$ cat config.mk
export PLATFORM = sky130hd
export DESIGN_NAME = msgr_ctrl
export DESIGN_NICKNAME = d
export VERILOG_FILES = /design/src/rtl/msgr_pkg.sv /design/src/rtl/msgr_ctrl.sv
export SDC_FILE = /design/constraint.sdc
export NUM_CORES = 1
export LEC_CHECK = 0
export ABC_AREA = 1
export CAP_MARGIN = 20
export CORE_ASPECT_RATIO = 0.9
export CORE_MARGIN = 1
export CORE_UTILIZATION = 36
export CTS_CLUSTER_SIZE = 24
export DETAILED_ROUTE_END_ITERATION = 10
export DONT_BUFFER_PORTS = 1
export GPL_TIMING_DRIVEN = 1
export SLEW_MARGIN = 0
export SYNTH_ARGS = -nofsm -noshare
export SYNTH_HDL_FRONTEND = slang
export SYNTH_SLANG_ARGS = --single-unit
export TNS_END_PERCENT = 1
$ cat constraint.sdc
create_clock -name clock -period 2.8 [get_ports clock]
set_clock_uncertainty 0.2 [all_clocks]
set_input_delay 0 -clock clock [delete_from_list [all_inputs] [get_ports clock]]
set_output_delay 0 -clock clock [all_outputs]
set_load 0.03 [all_outputs]
$ cat src/rtl/msgr_pkg.sv
// Shared types and constants for the message ring FIFO.
`timescale 1ns / 1ps

package msgr_pkg;

   localparam int LEN_W = 7;
   localparam int CAP_W = 7;

   typedef enum logic [2:0] {
      ST_OK     = 3'd0,
      ST_EMPTY  = 3'd1,
      ST_BADARG = 3'd2,
      ST_FULL   = 3'd3,
      ST_SMALL  = 3'd4
   } status_type;

   typedef enum logic [1:0] {
      REJ_NONE = 2'd0,
      REJ_FULL = 2'd1,
      REJ_LONG = 2'd2
   } reject_type;

   typedef enum logic [1:0] {
      FSM_IDLE,
      FSM_POP_LEN,
      FSM_POP_STREAM
   } fsm_type;

   typedef enum logic {
      KIND_PUSH = 1'b0,
      KIND_POP  = 1'b1
   } kind_type;

   typedef struct packed {
      logic             kind;
      logic [7:0]       data_byte;
      logic             end_of_message;
      logic [CAP_W-1:0] capacity;
   } req_type;

   typedef struct packed {
      status_type       status;
      logic             from_pop;
      logic [7:0]       data_byte_res;
      logic [LEN_W-1:0] length;
      logic             last;
   } rsp_type;

   typedef struct packed {
      logic byte_we;
      logic len_we;
   } mem_ctl_type;

endpackage

$ cat src/rtl/msgr_ctrl.sv
// Ring pointers, push bookkeeping and pop sequencer.
`timescale 1ns / 1ps

module msgr_ctrl #(
   parameter int HW   = 4,
   parameter int CW   = 6,
   parameter int CURW = 7,
   parameter int CNTW = 5,
   parameter int RING_DEPTH = 16,
   parameter int MSG_BYTES  = 64
) (
   input  logic                  clock,
   input  logic                  reset,
   input  logic                  start,
   input  msgr_pkg::req_type     req_data,
   output logic                  busy,
   output logic                  res_valid,
   output msgr_pkg::rsp_type     res,
   output msgr_pkg::mem_ctl_type mem_ctl,
   output logic [HW+CW-1:0]      byte_wr_addr,
   output logic [7:0]            byte_wr_data,
   output logic [HW+CW-1:0]      byte_rd_addr,
   input  logic [7:0]            byte_rd_data,
   output logic [HW-1:0]         len_wr_addr,
   output logic [CURW-1:0]       len_wr_data,
   output logic [HW-1:0]         len_rd_addr,
   input  logic [CURW-1:0]       len_rd_data
);

   localparam logic [msgr_pkg::CAP_W-1:0] CAP_MAX = msgr_pkg::CAP_W'(MSG_BYTES + 1);
   localparam logic [HW-1:0]   HEAD_LAST = HW'(RING_DEPTH - 1);
   localparam logic [CNTW-1:0] CNT_FULL  = CNTW'(RING_DEPTH);
   localparam logic [CURW-1:0] CUR_MAX   = CURW'(MSG_BYTES);

   msgr_pkg::fsm_type    state_ff, state_in;
   msgr_pkg::reject_type rej_ff, rej_in;
   logic [HW-1:0]   head_ff, head_in;
   logic [HW-1:0]   tail_ff, tail_in;
   logic [CNTW-1:0] count_ff, count_in;
   logic [CURW-1:0] cursor_ff, cursor_in;
   logic [CURW-1:0] emit_ff, emit_in;
   logic [msgr_pkg::CAP_W-1:0] cap_ff, cap_in;
   logic [CURW-1:0] emit_next;
   logic [CURW-1:0] cur_next;

   always_ff @(posedge clock) begin
      if (reset) begin
         state_ff  <= msgr_pkg::FSM_IDLE;
         rej_ff    <= msgr_pkg::REJ_NONE;
         head_ff   <= '0;
         tail_ff   <= '0;
         count_ff  <= '0;
         cursor_ff <= '0;
         emit_ff   <= '0;
      end else begin
         state_ff  <= state_in;
         rej_ff    <= rej_in;
         head_ff   <= head_in;
         tail_ff   <= tail_in;
         count_ff  <= count_in;
         cursor_ff <= cursor_in;
         emit_ff   <= emit_in;
      end
   end

   always_ff @(posedge clock) begin
      cap_ff <= cap_in;
   end

   assign emit_next    = emit_ff + 1'b1;
   assign cur_next     = cursor_ff + 1'b1;
   assign busy         = (state_ff != msgr_pkg::FSM_IDLE);
   assign byte_wr_addr = {tail_ff, cursor_ff[CW-1:0]};
   assign byte_wr_data = req_data.data_byte;
   assign byte_rd_addr = busy ? {head_ff, emit_next[CW-1:0]} : {head_ff, CW'(0)};
   assign len_wr_addr  = tail_ff;
   assign len_rd_addr  = head_ff;

   always_comb begin
      msgr_pkg::reject_type rej_v;
      logic [CURW-1:0]      cur_v;
      state_in    = state_ff;
      rej_in      = rej_ff;
      head_in     = head_ff;
      tail_in     = tail_ff;
      count_in    = count_ff;
      cursor_in   = cursor_ff;
      emit_in     = emit_ff;
      cap_in      = cap_ff;
      res_valid   = 1'b0;
      res         = '0;
      mem_ctl     = '0;
      len_wr_data = cur_next;
      rej_v       = rej_ff;
      cur_v       = cursor_ff;
      case (state_ff)
         msgr_pkg::FSM_IDLE: begin
            if (start && req_data.kind == msgr_pkg::KIND_PUSH) begin
               if (cursor_ff == '0 && rej_v == msgr_pkg::REJ_NONE && count_ff >= CNT_FULL) begin
                  rej_v = msgr_pkg::REJ_FULL;
               end
               if (cursor_ff < CUR_MAX) begin
                  mem_ctl.byte_we = (rej_v == msgr_pkg::REJ_NONE);
                  cur_v = cur_next;
               end else begin
                  rej_v = msgr_pkg::REJ_LONG;
               end
               if (req_data.end_of_message) begin
                  res_valid = 1'b1;
                  res.last  = 1'b1;
                  case (rej_v)
                     msgr_pkg::REJ_LONG: res.status = msgr_pkg::ST_BADARG;
                     msgr_pkg::REJ_FULL: res.status = msgr_pkg::ST_FULL;
                     default: begin
                        res.status     = msgr_pkg::ST_OK;
                        mem_ctl.len_we = 1'b1;
                        tail_in  = (tail_ff == HEAD_LAST) ? '0 : tail_ff + 1'b1;
                        count_in = count_ff + 1'b1;
                     end
                  endcase
                  cursor_in = '0;
                  rej_in    = msgr_pkg::REJ_NONE;
               end else begin
                  cursor_in = cur_v;
                  rej_in    = rej_v;
               end
            end else if (start) begin
               if (req_data.capacity == '0 || req_data.capacity > CAP_MAX) begin
                  res_valid    = 1'b1;
                  res.status   = msgr_pkg::ST_BADARG;
                  res.from_pop = 1'b1;
                  res.last     = 1'b1;
               end else if (count_ff == '0) begin
                  res_valid    = 1'b1;
                  res.status   = msgr_pkg::ST_EMPTY;
                  res.from_pop = 1'b1;
                  res.last     = 1'b1;
               end else begin
                  cap_in   = req_data.capacity;
                  emit_in  = '0;
                  state_in = msgr_pkg::FSM_POP_LEN;
               end
            end
         end
         msgr_pkg::FSM_POP_LEN, msgr_pkg::FSM_POP_STREAM: begin
            res_valid    = 1'b1;
            res.from_pop = 1'b1;
            if (state_ff == msgr_pkg::FSM_POP_LEN
                && cap_ff <= msgr_pkg::LEN_W'(len_rd_data)) begin
               res.status = msgr_pkg::ST_SMALL;
               res.last   = 1'b1;
               state_in   = msgr_pkg::FSM_IDLE;
            end else begin
               res.status        = msgr_pkg::ST_OK;
               res.data_byte_res = byte_rd_data;
               res.length        = msgr_pkg::LEN_W'(len_rd_data);
               res.last          = (emit_next == len_rd_data);
               emit_in           = emit_next;
               if (emit_next == len_rd_data) begin
                  head_in  = (head_ff == HEAD_LAST) ? '0 : head_ff + 1'b1;
                  count_in = count_ff - 1'b1;
                  state_in = msgr_pkg::FSM_IDLE;
               end else begin
                  state_in = msgr_pkg::FSM_POP_STREAM;
               end
            end
         end
         default: begin
            state_in = msgr_pkg::FSM_IDLE;
         end
      endcase
   end

endmodule

==> results of run 1 <==
repair_timing:
item	CTS	global route
setup buffers	0	0
setup endpoints to repair	0	9
gates resized for setup	0	6
endpoints found under the hold margin	42	0
hold buffers	34	0
registers in the layout, indices dropped and copies added (netlist names):
register     flops
cursor_ff        7
rej_ff           2
cap_ff           7
len_wr_addr      4
emit_ff          7
state_ff         2
len_rd_addr      4
count_ff         5
stage by stage:
| step | total power [mW] | setup WS [ns] | hold slack [ns] | instance area [um2] | std cells |
|---|---|---|---|---|---|
| after floorplan | 1.930 | 0.1821 | -0.1011 | 2759 | 407 |
| after global placement | 2.172 | 0.3609 | -0.1998 | 2851 | 494 |
| after detailed placement | 2.199 | 0.2816 | -0.1998 | 2851 | 494 |
| after CTS | 2.680 | 0.06434 | 0.004446 | 3287 | 536 |
| after global routing | 2.911 | 0.01578 | 0.02464 | 3294 | 535 |
| final | 2.698 | 0.2446 | 0.003399 | 3294 | 535 |
report_power, final:
part	total, mW	internal, mW	switching (mW)	leakage, nW
Combinational	1.53	0.469	1.06	1.18
Sequential	0.771	0.662	0.109	0.316
Clock	0.402	0.198	0.204	0.0472
path summary, 6_finish.rpt:
check	start	to	slack [ns]
max	cursor_ff[0]	len_wr_addr[0]	0.24
min	reset	count_ff[2]	0.003
max reg2reg	cursor_ff[0]	len_wr_addr[0]	0.24
min reg2reg	rej_ff[0]	rej_ff[0]	0.27
critical path, stage by stage (launching register included):
cell     delay (ns)
dfxtp_1        0.34
inv_1          0.17
ha_1           0.26
nand2_1        0.07
nor3_1         0.04
a21oi_1        0.20
nor2_1         0.07
ha_1           0.31
nand3_1        0.14
nor2_2         0.20
inv_1          0.09
or2_2          0.27
a21oi_1        0.13
cells in the final DEF (no fill, tap or decap), drive strengths merged, types with 5 or more instances in the layout:
cell type and instances:
nand2 85, nand3 27, o21ai 13, nor2 63
nor3 5, ha 19, clkbuf 6, a21oi 32
xor2 6, nand4 5, buf 23, dfxtp 31
dlygate4sd3 32, edfxtp 7, inv 64
routing by layer:
| metal | up-vias | GRT usage (%) |
|---|---|---|
| li1 | 1340 | - |
| met1 | 1198 | 24.18 |
| met2 | 77 | 28.52 |
| met3 | 4 | 4.570 |
| met4 | 0 | 4.476 |
| met5 | - | 0 |
cell families (layout without fill, tap and decap cells):
| logic type | count (synthesis) | in the layout |
|---|---|---|
| AND/OR/NAND/NOR | 191 | 191 |
| buffers and inverters | 95 | 130 |
| AO/OA/AOI/OAI | 54 | 54 |
| flip-flops | 38 | 38 |
| adder cells (fa/ha/maj) | 20 | 20 |
| XOR/XNOR | 9 | 9 |
layout make-up:
cell class | count | area [um2] | share of cell area, %
Clock buffer | 6 | 82.58 | 2.507
Timing Repair Buffer | 56 | 505.5 | 15.34
Inverter | 66 | 249.0 | 7.558
Tap cell | 93 | 116.4 | 3.532
Clock inverter | 2 | 12.51 | 0.3798
Sequential cell | 38 | 832.0 | 25.26
Multi-Input combinational cell | 274 | 1496 | 45.42
==> results.txt, run 1 <==
The setup TNS after final layout is 0 ns. The post-synthesis to final-layout area growth is 19.52%. The final-report setup violation count is 0. The area of the mapped netlist came out at 0.002756 mm2.

The top fanout value on the critical path is 5. Among all flip-flop cells after synthesis, the most frequent one is dfxtp_1. Summing the areas of all xor and xnor instances in the mapped netlist gives 2.860% of the synthesized area.

The post-detailed-route wirelength per cell came out at 12.72 um. The I/O pin count came out at 102. STA classifies the critical path endpoint as a register. The number of instances in the synthesized netlist came out at 407. The area of the die is 0.008011 mm2.

Setup repair after global routing left no endpoint under its margin. The classification of the worst-slack hold path is input port to register. The length of routed met3 wiring is 460 um.

The worst setup path is of the register to register kind. The synthesized area per cell came out at 6.772 um2. Summing over every cut layer, the via total after detailed routing is 2,619.

The total power per unit cell area came out at 819.1 mW/mm2. The per-cell via count in the routed design came out at 4.895. The simple-gate share of the synthesized area came out at 30.87%.

Fill cells in the final layout number 724. The synthesis-stage register bit count is 38. The biggest area contributor in the post-synthesis netlist is dfxtp_1.

The commonest cells after synthesis are 78 x nand2_1, 63 x inv_1, 59 x nor2_1, 32 x a21oi_1, 31 x dfxtp_1. The detailed-routing iteration count for the pre-antenna-repair pass is 4. Of the cells placed in the final design, the portion with a size suffix greater than 1 is 11.99%.

The share of the synthesized area in the top cell type came out at 22.51%. The source-to-sink clock delay at the later pin of the worst-skew pair is 0.29 ns. The detailed-placement wirelength estimate is 5.065 mm.

The startpoint class of the critical path is a register. The maximum number of pins on one net before global-route repair came out at 21. The count of nets after finishing is 496.

The initial cell density of the core is 38.17%. The depth of the most critical reg-to-reg path came out at 12. The count of distinct cell types in the synthesized netlist is 39.

The share of the core filled with cells in the final layout is 45.62%. The worst endpoint data arrival time came out at 2.57 ns. The initialized floorplan defines 29 standard-cell rows. The number of pins exceeding their max-slew limit in the final report was 0. After floorplanning, the core was sized to cover 0.007221 mm2. In this run the tool buffered the top-level ports with 0 buffer cells. TritonCTS built the clock tree. In this run the deepest clock path goes through 2 buffers. Clock tree synthesis found a total of 38 sinks.

The first routing iteration left 257 violations. The cell sitting at the root of the clock tree is a clkbuf_8. The count of cells along the worst hold path is 3.

Global routing used 17.94% of the available tracks across all layers. Measured along the x axis, the die boundary spans 94.24 um. After Yosys synthesis, full adders, half adders and majority gates account for 9.351% of the synthesized area. The final clock period utilization by the worst path is 91.26%.

Measured along the y axis, the die boundary spans 85.01 um. The first-pass GRT wire length is 11.33 mm. The detailed router used layers up to and including met4. The flow ran to the end, and the final reports show no timing, DRC or antenna violations. The final hold violation count is 0.

At the pin with the least slew margin, the transition time is 0.6958 ns. The clock slew at the register clock pins of the worst setup and hold paths is 0.08 ns. STA puts the critical path data required time at 2.82 ns. In this run the static leakage power is 1.545 nW. The number of nets with antenna violations after routing came out at 0. After synthesis, the largest family of logic cells by area is simple AND/OR/NAND/NOR gates. After layout, the minimum clock period comes to 2.555 ns. The sum of routed wire segments on met1 is 3.145 mm.

Routability-driven placement finished with a final weighted congestion of 0.8956. The H-tree level count came out at 2. The wire length on met2 is 3.152 mm.

The via count of the first global-routing pass is 2,471. The headroom to the max-slew limit came out at 53.12%. The post-detailed-routing wire length is 6.807 mm.

The maximum clock frequency came out at 391.3 MHz. Summing the sequential cell areas from Yosys gives 30.14% of the chip area. The total nets after synthesis is 462.

The DRC violations left is 0. The count of flip-flops with a built-in enable after synthesis came out at 7. Sorting the synthesized cells by area gives the leading types as dfxtp_1 23%, nand2_1 11%, ha_1 8.6%, inv_1 8.6%, nor2_1 8.0%. The initial antenna violation count came out at 0. The number of buffers created by CTS is 5. IR analysis of the VDD net gives a maximum drop of 0.0004953 V. The max-cap check violation count came out at 0.

The total overflow left after global routing is 0. The antenna diode count is 0. The complex-gate fraction of the synthesized area is 10.62%. During synthesis, Yosys emitted a total of 0 warnings. After synthesis, the share of flip-flops with an asynchronous set or reset is 0%. The fraction of synthesized area in multiplexers is 0%. nand2_1 is the most common cell in the netlist.
Power figures use the tool's default switching activity.
==> inputs of run 2 (changes only) <==
==> constraint.sdc (replaced) <==
create_clock -name clock -period 2.8 [get_ports clock]
set_clock_uncertainty 0.2 [all_clocks]
set_input_delay 0 -clock clock [delete_from_list [all_inputs] [get_ports clock]]
set_output_delay 0 -clock clock [all_outputs]
set_load 0.005 [all_outputs]
==> results.txt, run 2 (synthesis results as in run 1) <==
The maximum number of pins on one net before global-route repair is 21. After layout, the design draws a total of 2.486 mW. The die extent in x came out at 94.24 um.

With fillers left out, the area of the finished cells amounts to 0.003212 mm2. The detailed-placement wirelength estimate came out at 4.944 mm. In the final layout, the registers with the most flip-flops are cap_ff x7, cursor_ff x7, emit_ff x7. The placement-stage cell area came out at 0.002699 mm2. The headroom to the max-slew limit is 55.51%. Walking the worst path, the cells encountered are dlygate4sd3_1 > nor2_1 > dlygate4sd3_1 > nand2_1 > inv_1 > o21ai_0 > nand2_1 > a21oi_1 > dlygate4sd3_1. The critical path runs through a total of 9 cells. The top fanout value on the critical path came out at 6.

The worst setup path is captured at a register. The buffer and inverter count on the worst path came out at 4. The via count came out at 2,525.

The count of nets after finishing came out at 480. Setup repair after global routing left no endpoint under its margin. The number of rows created at floorplan came out at 29. During placement, the flow inserted port buffers numbering 0. The area of the core is 0.007221 mm2. The leakage power came out at 1.464 nW. The clock slew at the register clock pins of the worst setup and hold paths is 0.08 ns. The H-tree level count came out at 2. In this run the vertical extent of the chip is 85.01 um. The endpoint required time on the critical path is 2.78 ns. The initial cell density of the core came out at 38.17%. The area of the die is 0.008011 mm2. The buffer depth of the longest clock path came out at 2. The min-delay analysis places its worst path in the category input port to output pin.

The maximum resistive drop on vdd came out at 0.0003426 V. The share of post-route cells with drive strength above 1 is 6.808%. Setup violations remaining at the end of the flow were counted as 0.

Global routing finished with a remaining overflow of 0. The run finished with clean final reports. The post-detailed-route wirelength per cell is 13.07 um. The number of sinks driven by the clock tree is 38. Across all register-to-register paths, the minimum setup slack is 0.21 ns.

The layout has 728 filler cells. The initial DRC count came out at 140. On the critical path, the stage with the largest delay is an instance of dlygate4sd3_1. The post-detailed-routing wire length came out at 6.784 mm. The via count of the first global-routing pass is 2,418. The initial antenna violation count came out at 0. Counting instances, the worst hold path has a depth of 2. The source-to-sink clock delay at the later pin of the worst-skew pair is 0.29 ns. The max-cap check violation count is 0. The worst slack at placement came out at 0.2994 ns. Among cell families on the critical path, the largest total delay comes from buffers and inverters.

The maximum clock frequency came out at 378.5 MHz. The detailed-routing iteration count for the pre-antenna-repair pass came out at 4. The worst endpoint data arrival time came out at 2.62 ns. The worst setup path is launched from an input port. The critical path is of the input port to register type.

The final hold violation count is 0. Among the stages of the critical path, the cell type that occurs most often is dlygate4sd3_1. The most common cell after layout, fill and taps aside is nand2_1.

Across every metal layer, demand over resource in global routing totals 17.62%. Clock tree synthesis selected as its root buffer the cell clkbuf_8. The first-pass GRT wire length came out at 11.13 mm. The worst path meets setup with 0.1579 ns of slack. Once detail routing completed, the nets flagged for antenna violations numbered 0. The slew at the pin with the worst max-slew slack came out at 0.6603 ns. The post-synthesis to final-layout area growth came out at 16.52%. Leaving out fill and tap cells, the most frequent cells in the layout are 78 x nand2_1, 63 x inv_1, 59 x nor2_1.

The DRC violations left came out at 0. The maximum cell stage delay along the critical path is 0.59 ns. The number of buffers created by CTS is 5. The number of pins exceeding their max-slew limit in the final report is 0.

The setup TNS after final layout is 0 ns. For this design the ratio of total power to cell area is 774.1 mW/mm2. The antenna diode count came out at 0. Hold is met by 0.008935 ns. The final estimated routing congestion in global placement is 0.8290. The final critical-path required period came out at 2.642 ns. The per-cell via count in the routed design came out at 4.865. The final clock period utilization by the worst path came out at 94.36%. TritonCTS built the clock tree.

During I/O placement, the number of pins put on the boundary was 102. Counting cells, the worst reg-to-reg path comes to 8.
-- run 2: layout make-up --
type | count | area, um2 | share of cell area, %
repair buffers | 40 | 392.9 | 12.23
flip-flops and latches | 38 | 832.0 | 25.91
clock inverters | 3 | 63.81 | 1.987
clock buffers | 5 | 68.82 | 2.143
inverters | 66 | 249.0 | 7.752
multi-input cells | 274 | 1489 | 46.36
well taps | 93 | 116.4 | 3.623
-- run 2: final timing paths --
kind | end | startpoint
worst max register to register | cursor_ff[5] | state_ff[0]
worst max-delay path | cursor_ff[5] | req_data[16]
worst min register to register | rej_ff[0] | rej_ff[0]
worst min-delay path | res[4] | len_rd_data[3]
-- run 2: timing repair --
| item | 4_1_cts | 5_1_grt |
|---|---|---|
| setup endpoints to repair | 0 | 8 |
| endpoints found under the hold margin | 47 | 1 |
| buffers inserted | 0 | 0 |
| hold buffers | 38 | 1 |
| resized for setup | 0 | 2 |
-- run 2: per-layer routing --
metal,wire [um],track usage (%),part of all wire [%],vias to the layer above
met5,0,0,0,-
met4,58,4.755,0.85,0
met3,378,4.211,5.6,8
met2,3228,29.31,48,66
met1,3118,22.64,46,1141
li1,-,-,-,1310
-- run 2: metrics by stage --
step,utilization [%],std cells
floorplan,-,407
global placement,37.38,474
detailed placement,37.38,474
CTS,44.48,520
global route,44.48,519
finish,44.48,519
-- run 2: power breakdown --
| group | internal (mW) | total, mW | switching [mW] |
|---|---|---|---|
| Combinational | 0.400 | 1.16 | 0.759 |
| Clock | 0.353 | 0.559 | 0.207 |
| Sequential | 0.662 | 0.768 | 0.106 |
| Total | 1.42 | 2.49 | 1.07 |
-- run 2: worst register-to-register path, cell delays in order (launching register included) --
cell and delay (ns):
dfxtp_1 0.33, inv_1 0.08, ha_1 0.47, nand2_1 0.25, inv_1 0.12, o21ai_0 0.25
nand2_1 0.14, a21oi_1 0.07, dlygate4sd3_1 0.56
